--- src/rtl/cfd_pkg.sv ---
// ----------------------------------------------------------------------------
// cfd_pkg
// Shared widths, register map, reset values and control structs of the
// constant fraction hit timing block.
// ----------------------------------------------------------------------------
`default_nettype none

package cfd_pkg;

    // Field widths
    localparam int SAMPLE_W  = 12;
    localparam int FRAC_W    = 9;
    localparam int DELAY_W   = 4;
    localparam int THR_W     = 12;
    localparam int BASE_W    = 12;
    localparam int TIME_W    = 10;

    // Datapath widths: sample minus baseline, CFD value, divider operands
    localparam int DIFF_W    = 13;
    localparam int CFD_W     = 23;
    localparam int DEN_W     = 24;

    // Divider: one quotient bit per step
    localparam int FINE_BITS = 10;
    localparam int DIV_CNT_W = 4;
    localparam logic [DIV_CNT_W-1:0] DIV_LAST = DIV_CNT_W'(FINE_BITS - 1);

    // APB port
    localparam int PADDR_W   = 4;
    localparam int PDATA_W   = 32;

    // Register indexes (paddr[3:2])
    localparam logic [1:0] REG_FRACTION  = 2'd0;
    localparam logic [1:0] REG_DELAY     = 2'd1;
    localparam logic [1:0] REG_THRESHOLD = 2'd2;
    localparam logic [1:0] REG_BASELINE  = 2'd3;

    // Reset values
    localparam logic [FRAC_W-1:0]  FRACTION_RST  = 9'd154;
    localparam logic [DELAY_W-1:0] DELAY_RST     = 4'd1;
    localparam logic [THR_W-1:0]   THRESHOLD_RST = 12'd20;
    localparam logic [BASE_W-1:0]  BASELINE_RST  = 12'd200;

    typedef struct packed {
        logic [FRAC_W-1:0]  fraction;
        logic [DELAY_W-1:0] delay;
        logic [THR_W-1:0]   threshold;
        logic [BASE_W-1:0]  baseline;
    } cfg_t;

    // Commands from the controller to the datapath
    typedef struct packed {
        logic load;
        logic mul;
        logic eval;
        logic div_step;
        logic put;
    } cmd_t;

    // Status from the datapath to the controller
    typedef struct packed {
        logic hit_norm;
        logic hit_zero;
        logic out_busy;
    } sts_t;

endpackage

`default_nettype wire

--- src/rtl/cfd_regs.sv ---
// ----------------------------------------------------------------------------
// cfd_regs
// APB configuration registers: fraction, delay, threshold and baseline.
// ----------------------------------------------------------------------------
`default_nettype none

module cfd_regs (
    input  logic                           clk,
    input  logic                           rst_n,
    input  logic                           psel,
    input  logic                           penable,
    input  logic                           pwrite,
    input  logic [cfd_pkg::PADDR_W-1:0]    paddr,
    input  logic [cfd_pkg::PDATA_W-1:0]    pwdata,
    output logic [cfd_pkg::PDATA_W-1:0]    prdata,
    output logic                           pready,
    output cfd_pkg::cfg_t                  cfg
);
    import cfd_pkg::*;

    cfg_t       cfg_reg;
    logic [1:0] reg_idx;
    logic       wr_en;

    assign pready  = 1'b1;
    assign reg_idx = paddr[3:2];
    assign wr_en   = psel && penable && pwrite;
    assign cfg     = cfg_reg;

    // Write the addressed register in the access phase
    always_ff @(posedge clk or negedge rst_n)
    begin
        if (!rst_n)
        begin
            cfg_reg.fraction  <= FRACTION_RST;
            cfg_reg.delay     <= DELAY_RST;
            cfg_reg.threshold <= THRESHOLD_RST;
            cfg_reg.baseline  <= BASELINE_RST;
        end
        else if (wr_en)
        begin
            unique case (reg_idx)
                REG_FRACTION:  cfg_reg.fraction  <= pwdata[FRAC_W-1:0];
                REG_DELAY:     cfg_reg.delay     <= pwdata[DELAY_W-1:0];
                REG_THRESHOLD: cfg_reg.threshold <= pwdata[THR_W-1:0];
                REG_BASELINE:  cfg_reg.baseline  <= pwdata[BASE_W-1:0];
            endcase
        end
    end

    // Read back
    always_comb
    begin
        unique case (reg_idx)
            REG_FRACTION:  prdata = PDATA_W'(cfg_reg.fraction);
            REG_DELAY:     prdata = PDATA_W'(cfg_reg.delay);
            REG_THRESHOLD: prdata = PDATA_W'(cfg_reg.threshold);
            REG_BASELINE:  prdata = PDATA_W'(cfg_reg.baseline);
        endcase
    end

endmodule

`default_nettype wire

--- src/rtl/cfd_ctrl.sv ---
// ----------------------------------------------------------------------------
// cfd_ctrl
// Sequencer: takes one sample, steps it through multiply and evaluate and,
// on a hit, through divide (ordinary hits only) and output hand-off.
// ----------------------------------------------------------------------------
`default_nettype none

module cfd_ctrl (
    input  logic            clk,
    input  logic            rst_n,
    input  logic            in_valid,
    output logic            in_ready,
    input  cfd_pkg::sts_t   sts,
    output cfd_pkg::cmd_t   cmd
);
    import cfd_pkg::*;

    localparam logic [2:0] S_IDLE = 3'd0;
    localparam logic [2:0] S_MUL  = 3'd1;
    localparam logic [2:0] S_EVAL = 3'd2;
    localparam logic [2:0] S_DIV  = 3'd3;
    localparam logic [2:0] S_PUT  = 3'd4;

    logic [2:0]           state_reg;
    logic [2:0]           state_next;
    logic [DIV_CNT_W-1:0] cnt_reg;
    logic [DIV_CNT_W-1:0] cnt_next;

    assign in_ready = (state_reg == S_IDLE);

    // Issue commands for the current state
    always_comb
    begin
        cmd          = '0;
        cmd.load     = in_valid && in_ready;
        cmd.mul      = (state_reg == S_MUL);
        cmd.eval     = (state_reg == S_EVAL);
        cmd.div_step = (state_reg == S_DIV);
        cmd.put      = (state_reg == S_PUT) && !sts.out_busy;
    end

    // Advance the sequence
    always_comb
    begin
        state_next = state_reg;
        cnt_next   = cnt_reg;
        unique case (state_reg)
            S_IDLE:
            begin
                if (in_valid)
                    state_next = S_MUL;
            end
            S_MUL:
            begin
                state_next = S_EVAL;
            end
            S_EVAL:
            begin
                cnt_next = '0;
                priority if (sts.hit_norm)
                    state_next = S_DIV;
                else if (sts.hit_zero)
                    state_next = S_PUT;
                else
                    state_next = S_IDLE;
            end
            S_DIV:
            begin
                cnt_next = cnt_reg + 1'b1;
                if (cnt_reg == DIV_LAST)
                    state_next = S_PUT;
            end
            S_PUT:
            begin
                if (!sts.out_busy)
                    state_next = S_IDLE;
            end
            default:
            begin
                state_next = S_IDLE;
            end
        endcase
    end

    always_ff @(posedge clk or negedge rst_n)
    begin
        if (!rst_n)
        begin
            state_reg <= S_IDLE;
            cnt_reg   <= '0;
        end
        else
        begin
            state_reg <= state_next;
            cnt_reg   <= cnt_next;
        end
    end

endmodule

`default_nettype wire

--- src/rtl/cfd_dp.sv ---
// ----------------------------------------------------------------------------
// cfd_dp
// Datapath: sample delay line, CFD product and difference, crossing tests,
// restoring divider for the fine time and the result register.
// ----------------------------------------------------------------------------
`default_nettype none

module cfd_dp #(
    parameter int MAX_DELAY     = 15,
    parameter int FRAME_SAMPLES = 1024,
    parameter int SAMPLE_BITS   = 12
) (
    input  logic                           clk,
    input  logic                           rst_n,
    input  cfd_pkg::cfg_t                  cfg,
    input  cfd_pkg::cmd_t                  cmd,
    output cfd_pkg::sts_t                  sts,
    input  logic [cfd_pkg::SAMPLE_W-1:0]   sample,
    input  logic                           frame_last,
    output logic                           out_valid,
    input  logic                           out_ready,
    output logic [cfd_pkg::TIME_W-1:0]     frame_time,
    output logic [cfd_pkg::TIME_W-1:0]     fine_time
);
    import cfd_pkg::*;

    localparam int DW = $clog2(MAX_DELAY + 1);
    localparam int IW = $clog2(FRAME_SAMPLES + 1);
    localparam logic [SAMPLE_W-1:0] SMASK = SAMPLE_W'((64'd1 << SAMPLE_BITS) - 64'd1);
    localparam logic [DW-1:0]       DMAX  = DW'(MAX_DELAY);
    localparam logic [IW-1:0]       ILIM  = IW'(FRAME_SAMPLES);

    // Delay line and taps
    logic [SAMPLE_W-1:0]      hist_reg [MAX_DELAY];
    logic [SAMPLE_W-1:0]      taps     [MAX_DELAY+1];
    logic [SAMPLE_W-1:0]      s_m;
    logic [DW-1:0]            d_sat;

    // Per-sample registers
    logic [IW-1:0]            idx_reg;
    logic [IW-1:0]            idx_next;
    logic [IW-1:0]            idx_hold_reg;
    logic [DW-1:0]            d_hold_reg;
    logic signed [DIFF_W-1:0] sdiff_reg;
    logic signed [DIFF_W-1:0] ddiff_reg;
    logic signed [CFD_W-1:0]  prod_next;
    logic signed [CFD_W-1:0]  prod_reg;
    logic [CFD_W-1:0]         prev_reg;
    logic [CFD_W-1:0]         prev2_reg;

    // Evaluation
    logic [DEN_W-1:0]         cur_w;
    logic [DEN_W-1:0]         neg_cur;
    logic [DEN_W-1:0]         thr_w;
    logic [DEN_W-1:0]         m_w;
    logic [DEN_W-1:0]         k_w;
    logic                     win;
    logic                     m_pos;
    logic                     m_zero;
    logic                     k_pos;
    logic                     cur_neg;
    logic                     cur_big;

    // Divider
    logic [DEN_W-1:0]         rem_reg;
    logic [DEN_W-1:0]         rem_next;
    logic [DEN_W-1:0]         den_reg;
    logic [DEN_W:0]           rem_x2;
    logic                     q_bit;
    logic [FINE_BITS-1:0]     q_reg;
    logic [TIME_W-1:0]        ft_reg;

    // Output register
    logic                     out_valid_reg;
    logic [TIME_W-1:0]        frame_time_reg;
    logic [TIME_W-1:0]        fine_time_reg;

    // Mask the sample and saturate the delay
    always_comb
    begin
        s_m   = sample & SMASK;
        d_sat = (int'(cfg.delay) > MAX_DELAY) ? DMAX : DW'(cfg.delay);
    end

    // Tap zero is the incoming sample, tap j the sample j steps back
    always_comb
    begin
        taps[0] = s_m;
        for (int j = 1; j <= MAX_DELAY; j++)
            taps[j] = hist_reg[j-1];
    end

    // Clear the delay line on reset, shift it on each accepted sample
    always_ff @(posedge clk or negedge rst_n)
    begin
        if (!rst_n)
        begin
            for (int j = 0; j < MAX_DELAY; j++)
                hist_reg[j] <= '0;
        end
        else if (cmd.load)
        begin
            hist_reg[0] <= s_m;
            for (int j = 1; j < MAX_DELAY; j++)
                hist_reg[j] <= hist_reg[j-1];
        end
    end

    // Frame index: restart on the last sample, hold at the frame length
    always_comb
    begin
        priority if (frame_last)
            idx_next = '0;
        else if (idx_reg < ILIM)
            idx_next = idx_reg + 1'b1;
        else
            idx_next = idx_reg;
    end

    always_ff @(posedge clk or negedge rst_n)
    begin
        if (!rst_n)
            idx_reg <= '0;
        else if (cmd.load)
            idx_reg <= idx_next;
    end

    // Capture baseline-corrected samples, index and delay of this item
    always_ff @(posedge clk)
    begin
        if (cmd.load)
        begin
            sdiff_reg    <= $signed({1'b0, s_m}) - $signed({1'b0, cfg.baseline});
            ddiff_reg    <= $signed({1'b0, taps[d_sat]}) - $signed({1'b0, cfg.baseline});
            idx_hold_reg <= idx_reg;
            d_hold_reg   <= d_sat;
        end
    end

    // Attenuated copy: fraction times corrected sample
    assign prod_next = $signed({1'b0, cfg.fraction}) * sdiff_reg;

    always_ff @(posedge clk)
    begin
        if (cmd.mul)
            prod_reg <= prod_next;
    end

    // CFD value and crossing tests
    always_comb
    begin
        cur_w   = {prod_reg[CFD_W-1], prod_reg}
                - {{3{ddiff_reg[DIFF_W-1]}}, ddiff_reg, 8'd0};
        neg_cur = DEN_W'(0) - cur_w;
        thr_w   = DEN_W'({cfg.threshold, 8'd0});
        m_w     = DEN_W'(prev_reg);
        k_w     = DEN_W'(prev2_reg);
        win     = (int'(idx_hold_reg) < FRAME_SAMPLES)
               && (int'(idx_hold_reg) >= int'(d_hold_reg) + 3);
        m_zero  = (prev_reg == '0);
        m_pos   = !prev_reg[CFD_W-1] && !m_zero;
        k_pos   = !prev2_reg[CFD_W-1] && (prev2_reg != '0);
        cur_neg = cur_w[DEN_W-1];
        cur_big = neg_cur > thr_w;

        sts.hit_norm = win && m_pos && cur_neg && ((m_w > thr_w) || cur_big);
        sts.hit_zero = win && m_zero && k_pos && cur_neg && ((k_w > thr_w) || cur_big);
        sts.out_busy = out_valid_reg && !out_ready;
    end

    // Keep the two previous CFD values
    always_ff @(posedge clk or negedge rst_n)
    begin
        if (!rst_n)
        begin
            prev_reg  <= '0;
            prev2_reg <= '0;
        end
        else if (cmd.eval)
        begin
            prev2_reg <= prev_reg;
            prev_reg  <= cur_w[CFD_W-1:0];
        end
    end

    // Restoring division step: one quotient bit of 1024*m/(m-n)
    always_comb
    begin
        rem_x2   = {rem_reg, 1'b0};
        q_bit    = rem_x2 >= {1'b0, den_reg};
        rem_next = q_bit ? DEN_W'(rem_x2 - {1'b0, den_reg}) : rem_x2[DEN_W-1:0];
    end

    always_ff @(posedge clk)
    begin
        if (cmd.eval)
        begin
            rem_reg <= m_w;
            den_reg <= m_w + neg_cur;
            q_reg   <= '0;
            ft_reg  <= TIME_W'(idx_hold_reg - IW'(1));
        end
        else if (cmd.div_step)
        begin
            rem_reg <= rem_next;
            q_reg   <= {q_reg[FINE_BITS-2:0], q_bit};
        end
    end

    // Result register: load on hand-off, drop once taken
    always_ff @(posedge clk or negedge rst_n)
    begin
        if (!rst_n)
            out_valid_reg <= 1'b0;
        else if (cmd.put)
            out_valid_reg <= 1'b1;
        else if (out_ready)
            out_valid_reg <= 1'b0;
    end

    always_ff @(posedge clk)
    begin
        if (cmd.put)
        begin
            frame_time_reg <= ft_reg;
            fine_time_reg  <= TIME_W'(q_reg);
        end
    end

    assign out_valid  = out_valid_reg;
    assign frame_time = frame_time_reg;
    assign fine_time  = fine_time_reg;

endmodule

`default_nettype wire

--- src/rtl/cfd_hit_timing.sv ---
// ----------------------------------------------------------------------------
// cfd_hit_timing
// Digital constant fraction discriminator: finds positive-to-negative zero
// crossings of the CFD signal in framed ADC data and reports their timing.
//
// Usage:
//   Input channel (in_valid/in_ready) takes one ADC sample per request with
//   frame_last marking the last sample of a frame. Output channel
//   (out_valid/out_ready) delivers one request per hit: frame_time, the frame
//   index before the crossing, and fine_time in 1/1024 sample units.
//   Configuration (fraction, delay, threshold, baseline) is written over the
//   APB port while no sample is in flight.
// Sequence:
//   A sample without a hit passes through capture, multiply and evaluate.
//   A hit through zero adds the output hand-off, an ordinary hit also the
//   divide steps: a restoring divider yields the fine time, one quotient bit
//   per cycle. A result is loaded into the output register in the hand-off
//   state, which follows multiply, evaluate and, for an ordinary hit, divide.
//   in_ready is high again as soon as the result sits in the output register;
//   a stalled receiver holds the block only when a further hit is ready to be
//   handed over.
// Reset: rst_n clears the frame index, the sample delay line, the previous
//   CFD values, the output valid and restores register defaults.
// ----------------------------------------------------------------------------
`default_nettype none

module cfd_hit_timing #(
    parameter int MAX_DELAY     = 15,
    parameter int FRAME_SAMPLES = 1024,
    parameter int SAMPLE_BITS   = 12
) (
    input  logic                           clk,
    input  logic                           rst_n,
    input  logic                           psel,
    input  logic                           penable,
    input  logic                           pwrite,
    input  logic [cfd_pkg::PADDR_W-1:0]    paddr,
    input  logic [cfd_pkg::PDATA_W-1:0]    pwdata,
    output logic [cfd_pkg::PDATA_W-1:0]    prdata,
    output logic                           pready,
    input  logic                           in_valid,
    output logic                           in_ready,
    input  logic [cfd_pkg::SAMPLE_W-1:0]   sample,
    input  logic                           frame_last,
    output logic                           out_valid,
    input  logic                           out_ready,
    output logic [cfd_pkg::TIME_W-1:0]     frame_time,
    output logic [cfd_pkg::TIME_W-1:0]     fine_time
);
    import cfd_pkg::*;

    cfg_t cfg;
    cmd_t cmd;
    sts_t sts;

    cfd_regs u_regs (
        .clk     (clk),
        .rst_n   (rst_n),
        .psel    (psel),
        .penable (penable),
        .pwrite  (pwrite),
        .paddr   (paddr),
        .pwdata  (pwdata),
        .prdata  (prdata),
        .pready  (pready),
        .cfg     (cfg)
    );

    cfd_ctrl u_ctrl (
        .clk      (clk),
        .rst_n    (rst_n),
        .in_valid (in_valid),
        .in_ready (in_ready),
        .sts      (sts),
        .cmd      (cmd)
    );

    cfd_dp #(
        .MAX_DELAY     (MAX_DELAY),
        .FRAME_SAMPLES (FRAME_SAMPLES),
        .SAMPLE_BITS   (SAMPLE_BITS)
    ) u_dp (
        .clk        (clk),
        .rst_n      (rst_n),
        .cfg        (cfg),
        .cmd        (cmd),
        .sts        (sts),
        .sample     (sample),
        .frame_last (frame_last),
        .out_valid  (out_valid),
        .out_ready  (out_ready),
        .frame_time (frame_time),
        .fine_time  (fine_time)
    );

endmodule

`default_nettype wire

--- config.mk ---
export PLATFORM = sky130hd
export DESIGN_NAME = cfd_hit_timing
export DESIGN_NICKNAME = d
export VERILOG_FILES = /design/src/rtl/cfd_pkg.sv /design/src/rtl/cfd_regs.sv /design/src/rtl/cfd_ctrl.sv /design/src/rtl/cfd_dp.sv /design/src/rtl/cfd_hit_timing.sv
export SDC_FILE = /design/constraint.sdc
export NUM_CORES = 1
export LEC_CHECK = 0
export ABC_AREA = 1
export BUFFER_PORTS_ARGS = -buffer_cell sky130_fd_sc_hd__buf_2
export CAP_MARGIN = 20
export CORE_MARGIN = 2
export CORE_UTILIZATION = 57
export CTS_CLUSTER_DIAMETER = 30
export CTS_CLUSTER_SIZE = 10
export DETAILED_ROUTE_END_ITERATION = 7
export PLACE_DENSITY_LB_ADDON = 0.15
export SLEW_MARGIN = 20
export SYNTH_ARGS = -nofsm -noshare
export SYNTH_HDL_FRONTEND = slang
export SYNTH_SLANG_ARGS = --single-unit
--- constraint.sdc ---
create_clock -name clk -period 6.3 [get_ports clk]
set_input_delay 1.89 -clock clk [delete_from_list [all_inputs] [get_ports clk]]
set_output_delay 1.89 -clock clk [all_outputs]
set_load 0.01 [all_outputs]
==> results of run 1 <==
[critical path, delay by kind of cell (launching register included)]
| kind | cells | cell delay (ns) |
|---|---|---|
| fa+ha+maj | 6 | 3.08 |
| flops | 1 | 0.74 |
| simple gates | 3 | 0.57 |
| buf+inv | 4 | 0.46 |
| compound gates | 1 | 0.40 |
| xor+xnor | 1 | 0.15 |
[Yosys cell counts (5+ instances only)]
cell / number
nand2_1: 789
inv_1: 548
o21ai_0: 424
dfrtp_1: 272
a21oi_1: 209
ha_1: 185
edfxtp_1: 141
clkbuf_1: 114
nor2_1: 112
fa_1: 106
nand3_1: 74
xor2_1: 66
xnor2_1: 45
nand4_1: 30
o221ai_1: 28
nand2_2: 25
nor3_1: 25
buf_4: 23
o22ai_1: 19
nor4_1: 16
nor2_2: 12
dfxtp_1: 11
dfstp_2: 10
o21ai_1: 10
a31oi_1: 9
o211ai_1: 9
a21o_1: 8
nor3b_1: 7
o21bai_1: 7
inv_2: 6
nand3b_1: 6
buf_1: 5
nand3_2: 5
[through the flow]
| stage | instance area, um^2 | cells | hold WS [ns] |
|---|---|---|---|
| after floorplan | 28500 | 3429 | 0.400 |
| after global placement | 29200 | 4033 | 0.405 |
| after detailed placement | 29200 | 4033 | 0.405 |
| after CTS | 32500 | 4207 | 0.410 |
| after global routing | 32500 | 4207 | 0.414 |
| final | 32500 | 4208 | 0.409 |
[how the worst max path moves through the flow]
stage / from / endpoint / slack (ns) / cells after the start
floorplan: u_regs.cfg[31] / u_dp.prod_reg[19] / 0.90 / 20
global placement: u_regs.cfg[31] / u_dp.prod_reg[19] / 0.68 / 19
CTS: u_regs.cfg[31] / u_dp.prod_reg[19] / 0.59 / 19
global route: u_regs.cfg[31] / u_dp.prod_reg[19] / 0.13 / 19
finish: u_regs.cfg[29] / u_dp.prod_reg[22] / 0.58 / 15
detailed placement: u_regs.cfg[31] / u_dp.prod_reg[19] / 0.61 / 19
[cell type report]
cell class	count	area, um^2	share of cell area [%]
clock buffer	111	2540	7.81
tap	664	831	2.56
clock inverter	63	733	2.26
inverter	555	2090	6.42
antenna	1	2.50	0.00770
timing repair buffer	86	513	1.58
sequential	434	11500	35.5
multi-input combinational	2294	14300	43.9
[placed cells by master, fill, tap and decap left out, types with 7 or more instances in the layout]
| cell type | instances |
|---|---|
| nand2_1 | 789 |
| inv_1 | 546 |
| o21ai_0 | 424 |
| dfrtp_1 | 271 |
| a21oi_1 | 209 |
| ha_1 | 185 |
| edfxtp_1 | 141 |
| nor2_1 | 109 |
| fa_1 | 106 |
| clkbuf_16 | 95 |
| nand3_1 | 74 |
| xor2_1 | 66 |
| buf_2 | 66 |
| xnor2_1 | 45 |
| nand4_1 | 30 |
| o221ai_1 | 28 |
| nand2_2 | 25 |
| nor3_1 | 24 |
| conb_1 | 21 |
| o22ai_1 | 19 |
| buf_4 | 17 |
| nor4_1 | 16 |
| clkinvlp_4 | 14 |
| clkinv_2 | 14 |
| nor2_2 | 13 |
| inv_6 | 11 |
| dfxtp_1 | 11 |
| o21ai_1 | 10 |
| clkbuf_8 | 10 |
| a31oi_1 | 9 |
| o211ai_1 | 9 |
| bufinv_16 | 9 |
| dfstp_2 | 9 |
| a21o_1 | 8 |
| clkinv_4 | 8 |
| o21bai_1 | 7 |
| nor3b_1 | 7 |
[per-layer routing]
metal  vias to the layer above  part of all wire [%]
li1                      11200                     -
met1                     10900                    43
met2                       745                    47
met3                       151                   6.5
met4                         0                   3.4
met5                         -                     0
[cell families (layout without fill, tap and decap cells)]
family                   after synthesis  in the layout  share of synthesized area, %
AND/OR/NAND/NOR                     1115           1115                          16.4
AO/OA/AOI/OAI                        756            756                          14.4
flip-flops                           434            434                          40.6
XOR/XNOR                             111            111                          3.42
buffers and inverters                701            815                          9.58
other                                  2             22                        0.0264
adder cells (fa/ha/maj)              291            291                          15.6
==> flow_metrics.tcl, run 1 <==
set metrics [dict create \
    status "complete, no violations" \
    drive_gt1_share_pct 9.34 \
    num_vias 23000 \
    synth_edf_count 141 \
    hold_class "flip-flop to flip-flop" \
    fin_util_pct 66.2 \
    antenna_found_initial 1 \
    clkSlewWorstSetupHoldPaths_ns 0.05 \
    path_cells "nand2_1, inv_1, fa_1, fa_1, inv_1, fa_1, inv_1, fa_1, fa_1, ha_1, inv_1, nor3_1, nand2_1, o311ai_0, xor2_1" \
    gr-usage-met1_pct 38.5 \
    slew_headroom_pct 31.1 \
    cp.required_ns 6.64 \
    area_growth_pct 14.4 \
    detail_route.first_pass.iterations 6 \
    synth.avg_cell_area_um2 8.33 \
    drt_wl_total_um 71400 \
    postCtsSetupRepairBufs 0 \
    worst_slew_pin_slew_ns 1.03 \
    start_kind "flip-flop" \
    use_met2_pct 46.1 \
    drt-vias-per-instance 5.47 \
    drc 0 \
    finalSetupTns_ns 0 \
    setup_slack_ns 0.578 \
    routedWlPerCell_um 17.0 \
    post_cts_resized 0 \
    rows 81 \
    final.min_clock_period_ns 5.72 \
    track_usage_pct 28.7 \
    grt_pass1_wl_um 117000 \
    fin_worst_skew_ns 0.0431 \
    grt_pass1_vias 22700 \
    rsz0062_at_grt "false" \
    fillCellCount 4097 \
    final_antenna_net_count 0 \
    grt.busiest_layer "met2" \
    numCtsBuffers 92 \
    pre_cts_ws_ns 0.613 \
    dieHeight_um 227 \
    critical_path.most_common_cell "fa_1" \
    port_buffers 67 \
    finalCritPeriodShare_pct 90.8 \
    dp_hpwl_um 50900 \
    yosysSeqAreaShare_pct 40.6 \
    synth_seq_cells 434 \
    worst-path-max-fanout 15 \
    die_w_um 227 \
    async_reset_ff_share_pct 65.0 \
    grt-ovfl-total 0 \
    endpoint_kind "flip-flop" \
    synthCells 3410 \
    initial_core_util_pct 57.9 \
    synth_top_area_share_pct 24.0 \
    slowest_stage "dfstp_2" \
    groute.layer.met3.usage_pct 5.15 \
    hp-start "u_dp.ft_reg[0]" \
    globalplace.congestion 0.942 \
    cap_viol_max_count 0 \
    cp.arrival_ns 6.06 \
    fmax_mhz 175 \
    r2r_end "u_dp.prod_reg[22]" \
    ys_dominant_reg_cell "dfrtp_1" \
    reg2reg_depth 15 \
    ys_warn_count 0 \
    synth_area_um2 28400 \
    largest_register_ffs 180 \
    setup_violations 0 \
    drt_iter0_drc 1746 \
    r2r_start "u_regs.cfg[29]" \
    core_area_um2 49100 \
    io_pins 111 \
    synth_area_leaders "dfrtp_1 (24%), edfxtp_1 (15%), nand2_1 (10%), ha_1 (8.1%), fa_1 (7.5%)" \
    worstSkewPairLatency_ns 0.65 \
    hold_violations 0 \
    htreeDepth 3 \
    hold_path_depth 0 \
    dieArea_um2 51600 \
    cts_tree "yes" \
    rrSetupSlack_ns 0.58 \
    critPathMaxStageDelay_ns 0.74 \
    hold_buffers 0 \
    synth_top_area_cell "dfrtp_1" \
    finalMaxSlewViolations 0 \
    cts_buffer_depth 3 \
    grt_max_degree 234 \
    ctsRootBufferMaster "clkbuf_16" \
    whs_endpoint "u_dp.frame_time[0]" \
    crit_type "flip-flop to flip-flop" \
    numClockSinks 434 \
    synth_cell_types 55 \
    nets 3810 \
]
Power of run 1 is not shown: default switching activity piles up to over one toggle a cycle in this logic, so the estimate is an artifact.
==> run 2: changes to the inputs <==
CORE_UTILIZATION = 50   (was 57)
SKIP_LAST_GASP = 1   (was default)
==> run 2 against run 1 <==
Cell count increased by 2.4%; worst setup slack got worse by 0.028 ns; first-iteration DRC count decreased by 6.5%; hold slack improved by 0.0045 ns; die area increased by 14%; critical path depth increased by 4; sequential share of layout area decreased by 0.42 points; flip-flop and latch count unchanged; clock skew increased by 0.0086 ns; largest cell class unchanged; global-route usage decreased by 4.1 points.
==> flow_metrics.tcl, run 2 (synthesized netlist as in run 1, its figures left out) <==
set metrics [dict create \
    status "complete, no violations" \
    detail_route.first_pass.iterations 6 \
    hold_class "flip-flop to flip-flop" \
    area_growth_pct 15.7 \
    grt_pass1_vias 22600 \
    cp.required_ns 6.65 \
    clkSlewWorstSetupHoldPaths_ns 0.05 \
    ctsRootBufferMaster "clkbuf_16" \
    worst-path-max-fanout 15 \
    num_vias 22800 \
    grt_pass1_wl_um 116000 \
    dieArea_um2 58700 \
    worstSkewPairLatency_ns 0.66 \
    slowest_stage "dfstp_2" \
    drt_iter0_drc 1633 \
    largest_register_ffs 180 \
    path_cells "nand2_1, fa_1, fa_1, fa_1, fa_1, inv_1, fa_1, ha_1, nand2_1, nand2_1, a31oi_1, nand2_1, a21boi_1, o21ai_0, a21boi_0, o21ai_0, nand2_1, nand2_1, xor2_1" \
    cap_viol_max_count 0 \
    hp-start "u_dp.ft_reg[8]" \
    antennaDiodeCount 0 \
    final.min_clock_period_ns 5.75 \
    initial_core_util_pct 50.5 \
    final_common_cell "nand2_1" \
    start_kind "flip-flop" \
    final_cell_mix "nand2_1 (789), inv_1 (546), o21ai_0 (424)" \
    whs_endpoint "u_dp.frame_time[8]" \
    track_usage_pct 24.5 \
    finalMaxSlewViolations 0 \
    globalplace.congestion 0.900 \
    reg2reg_depth 19 \
    numCtsBuffers 97 \
    hold_violations 0 \
    drt_wl_total_um 70600 \
    post_cts_resized 0 \
    htreeDepth 3 \
    die_w_um 242 \
    slew_headroom_pct 30.4 \
    rsz0062_at_grt "false" \
    nets 3815 \
    drive_gt1_share_pct 9.49 \
    cts_tree "yes" \
    final_antenna_net_count 0 \
    cts_buffer_depth 3 \
    port_buffers 67 \
    endpoint_kind "flip-flop" \
    antenna_found_initial 1 \
    fin_util_pct 58.4 \
    dp_hpwl_um 51500 \
    worst_slew_pin_slew_ns 1.04 \
    critical_path.most_common_cell "nand2_1" \
    worst_path_dominant_cell_family "adder cells" \
    io_pins 111 \
    finalCritPeriodShare_pct 91.3 \
    rows 87 \
    r2r_start "u_regs.cfg[31]" \
    r2r_end "u_dp.prod_reg[19]" \
    crit_type "flip-flop to flip-flop" \
    numClockSinks 434 \
    cp.arrival_ns 6.10 \
    postCtsSetupRepairBufs 0 \
    fin_worst_skew_ns 0.0517 \
    core_area_um2 56300 \
    hold_path_depth 0 \
    drt-vias-per-instance 5.28 \
    rrSetupSlack_ns 0.55 \
    setup_violations 0 \
    hold_buffers 0 \
    grt-ovfl-total 0 \
    drc 0 \
    critPathBufInv 1 \
    routedWlPerCell_um 16.4 \
    critPathMaxStageDelay_ns 0.76 \
    dieHeight_um 242 \
    finalSetupTns_ns 0 \
    fmax_mhz 174 \
    grt_max_degree 244 \
]
==> run 2: cell count changes in the layout (fill, tap and decap cells not counted), sizes merged <==
cell,change
diode,-1
clkbuf,+2
clkinvlp,-5
clkinv,+5
bufinv,+7
==> run 2: routing by layer <==
layer  wire, um  share of wire [%]  GRT usage (%)  vias to the layer above
li1           -                  -              -                    11200
met1      32600                 46           33.8                    10900
met2      32400                 46           39.3                      564
met3       3490                4.9           4.21                      120
met4       2100                3.0           8.55                        0
met5          0                  0              0                        -
==> run 2: area by class of cell <==
class                      count  area, um^2
sequential                   434       11500
clock buffer                 113        2590
tap                          756         946
multi-input combinational   2294       14300
inverter                     555        2090
clock inverter                70         958
timing repair buffer          86         513
fill                        5073       23400
==> run 2: per-stage QoR <==
stage | cells | hold slack [ns] | worst slack, ns | instance area (um^2)
after floorplan | 3429 | 0.400 | 0.900 | 28500
after global placement | 4125 | 0.404 | 0.621 | 29300
after detailed placement | 4125 | 0.407 | 0.597 | 29300
after CTS | 4308 | 0.416 | 0.569 | 32900
after global routing | 4308 | 0.429 | 0.186 | 32900
final | 4308 | 0.414 | 0.550 | 32900
==> run 2: worst max path at each step <==
stage	depth (start not counted)	startpoint	to
detailed placement	19	u_regs.cfg[30]	u_dp.prod_reg[19]
CTS	19	u_regs.cfg[30]	u_dp.prod_reg[19]
global route	19	u_regs.cfg[30]	u_dp.prod_reg[19]
finish	19	u_regs.cfg[31]	u_dp.prod_reg[19]
floorplan	20	u_regs.cfg[31]	u_dp.prod_reg[19]
global placement	19	u_regs.cfg[30]	u_dp.prod_reg[19]
==> run 2: worst register-to-register path, stage by stage, from the launching register on <==
cell and delay [ns]:
dfstp_2 0.76, nand2_1 0.15, fa_1 0.52, fa_1 0.53, fa_1 0.44, fa_1 0.55, inv_1 0.06, fa_1 0.48
ha_1 0.38, nand2_1 0.09, nand2_1 0.05, a31oi_1 0.19, nand2_1 0.12, a21boi_1 0.20, o21ai_0 0.15, a21boi_0 0.29
o21ai_0 0.20, nand2_1 0.10, nand2_1 0.06, xor2_1 0.14
Power of run 2 is left out for the same reason.
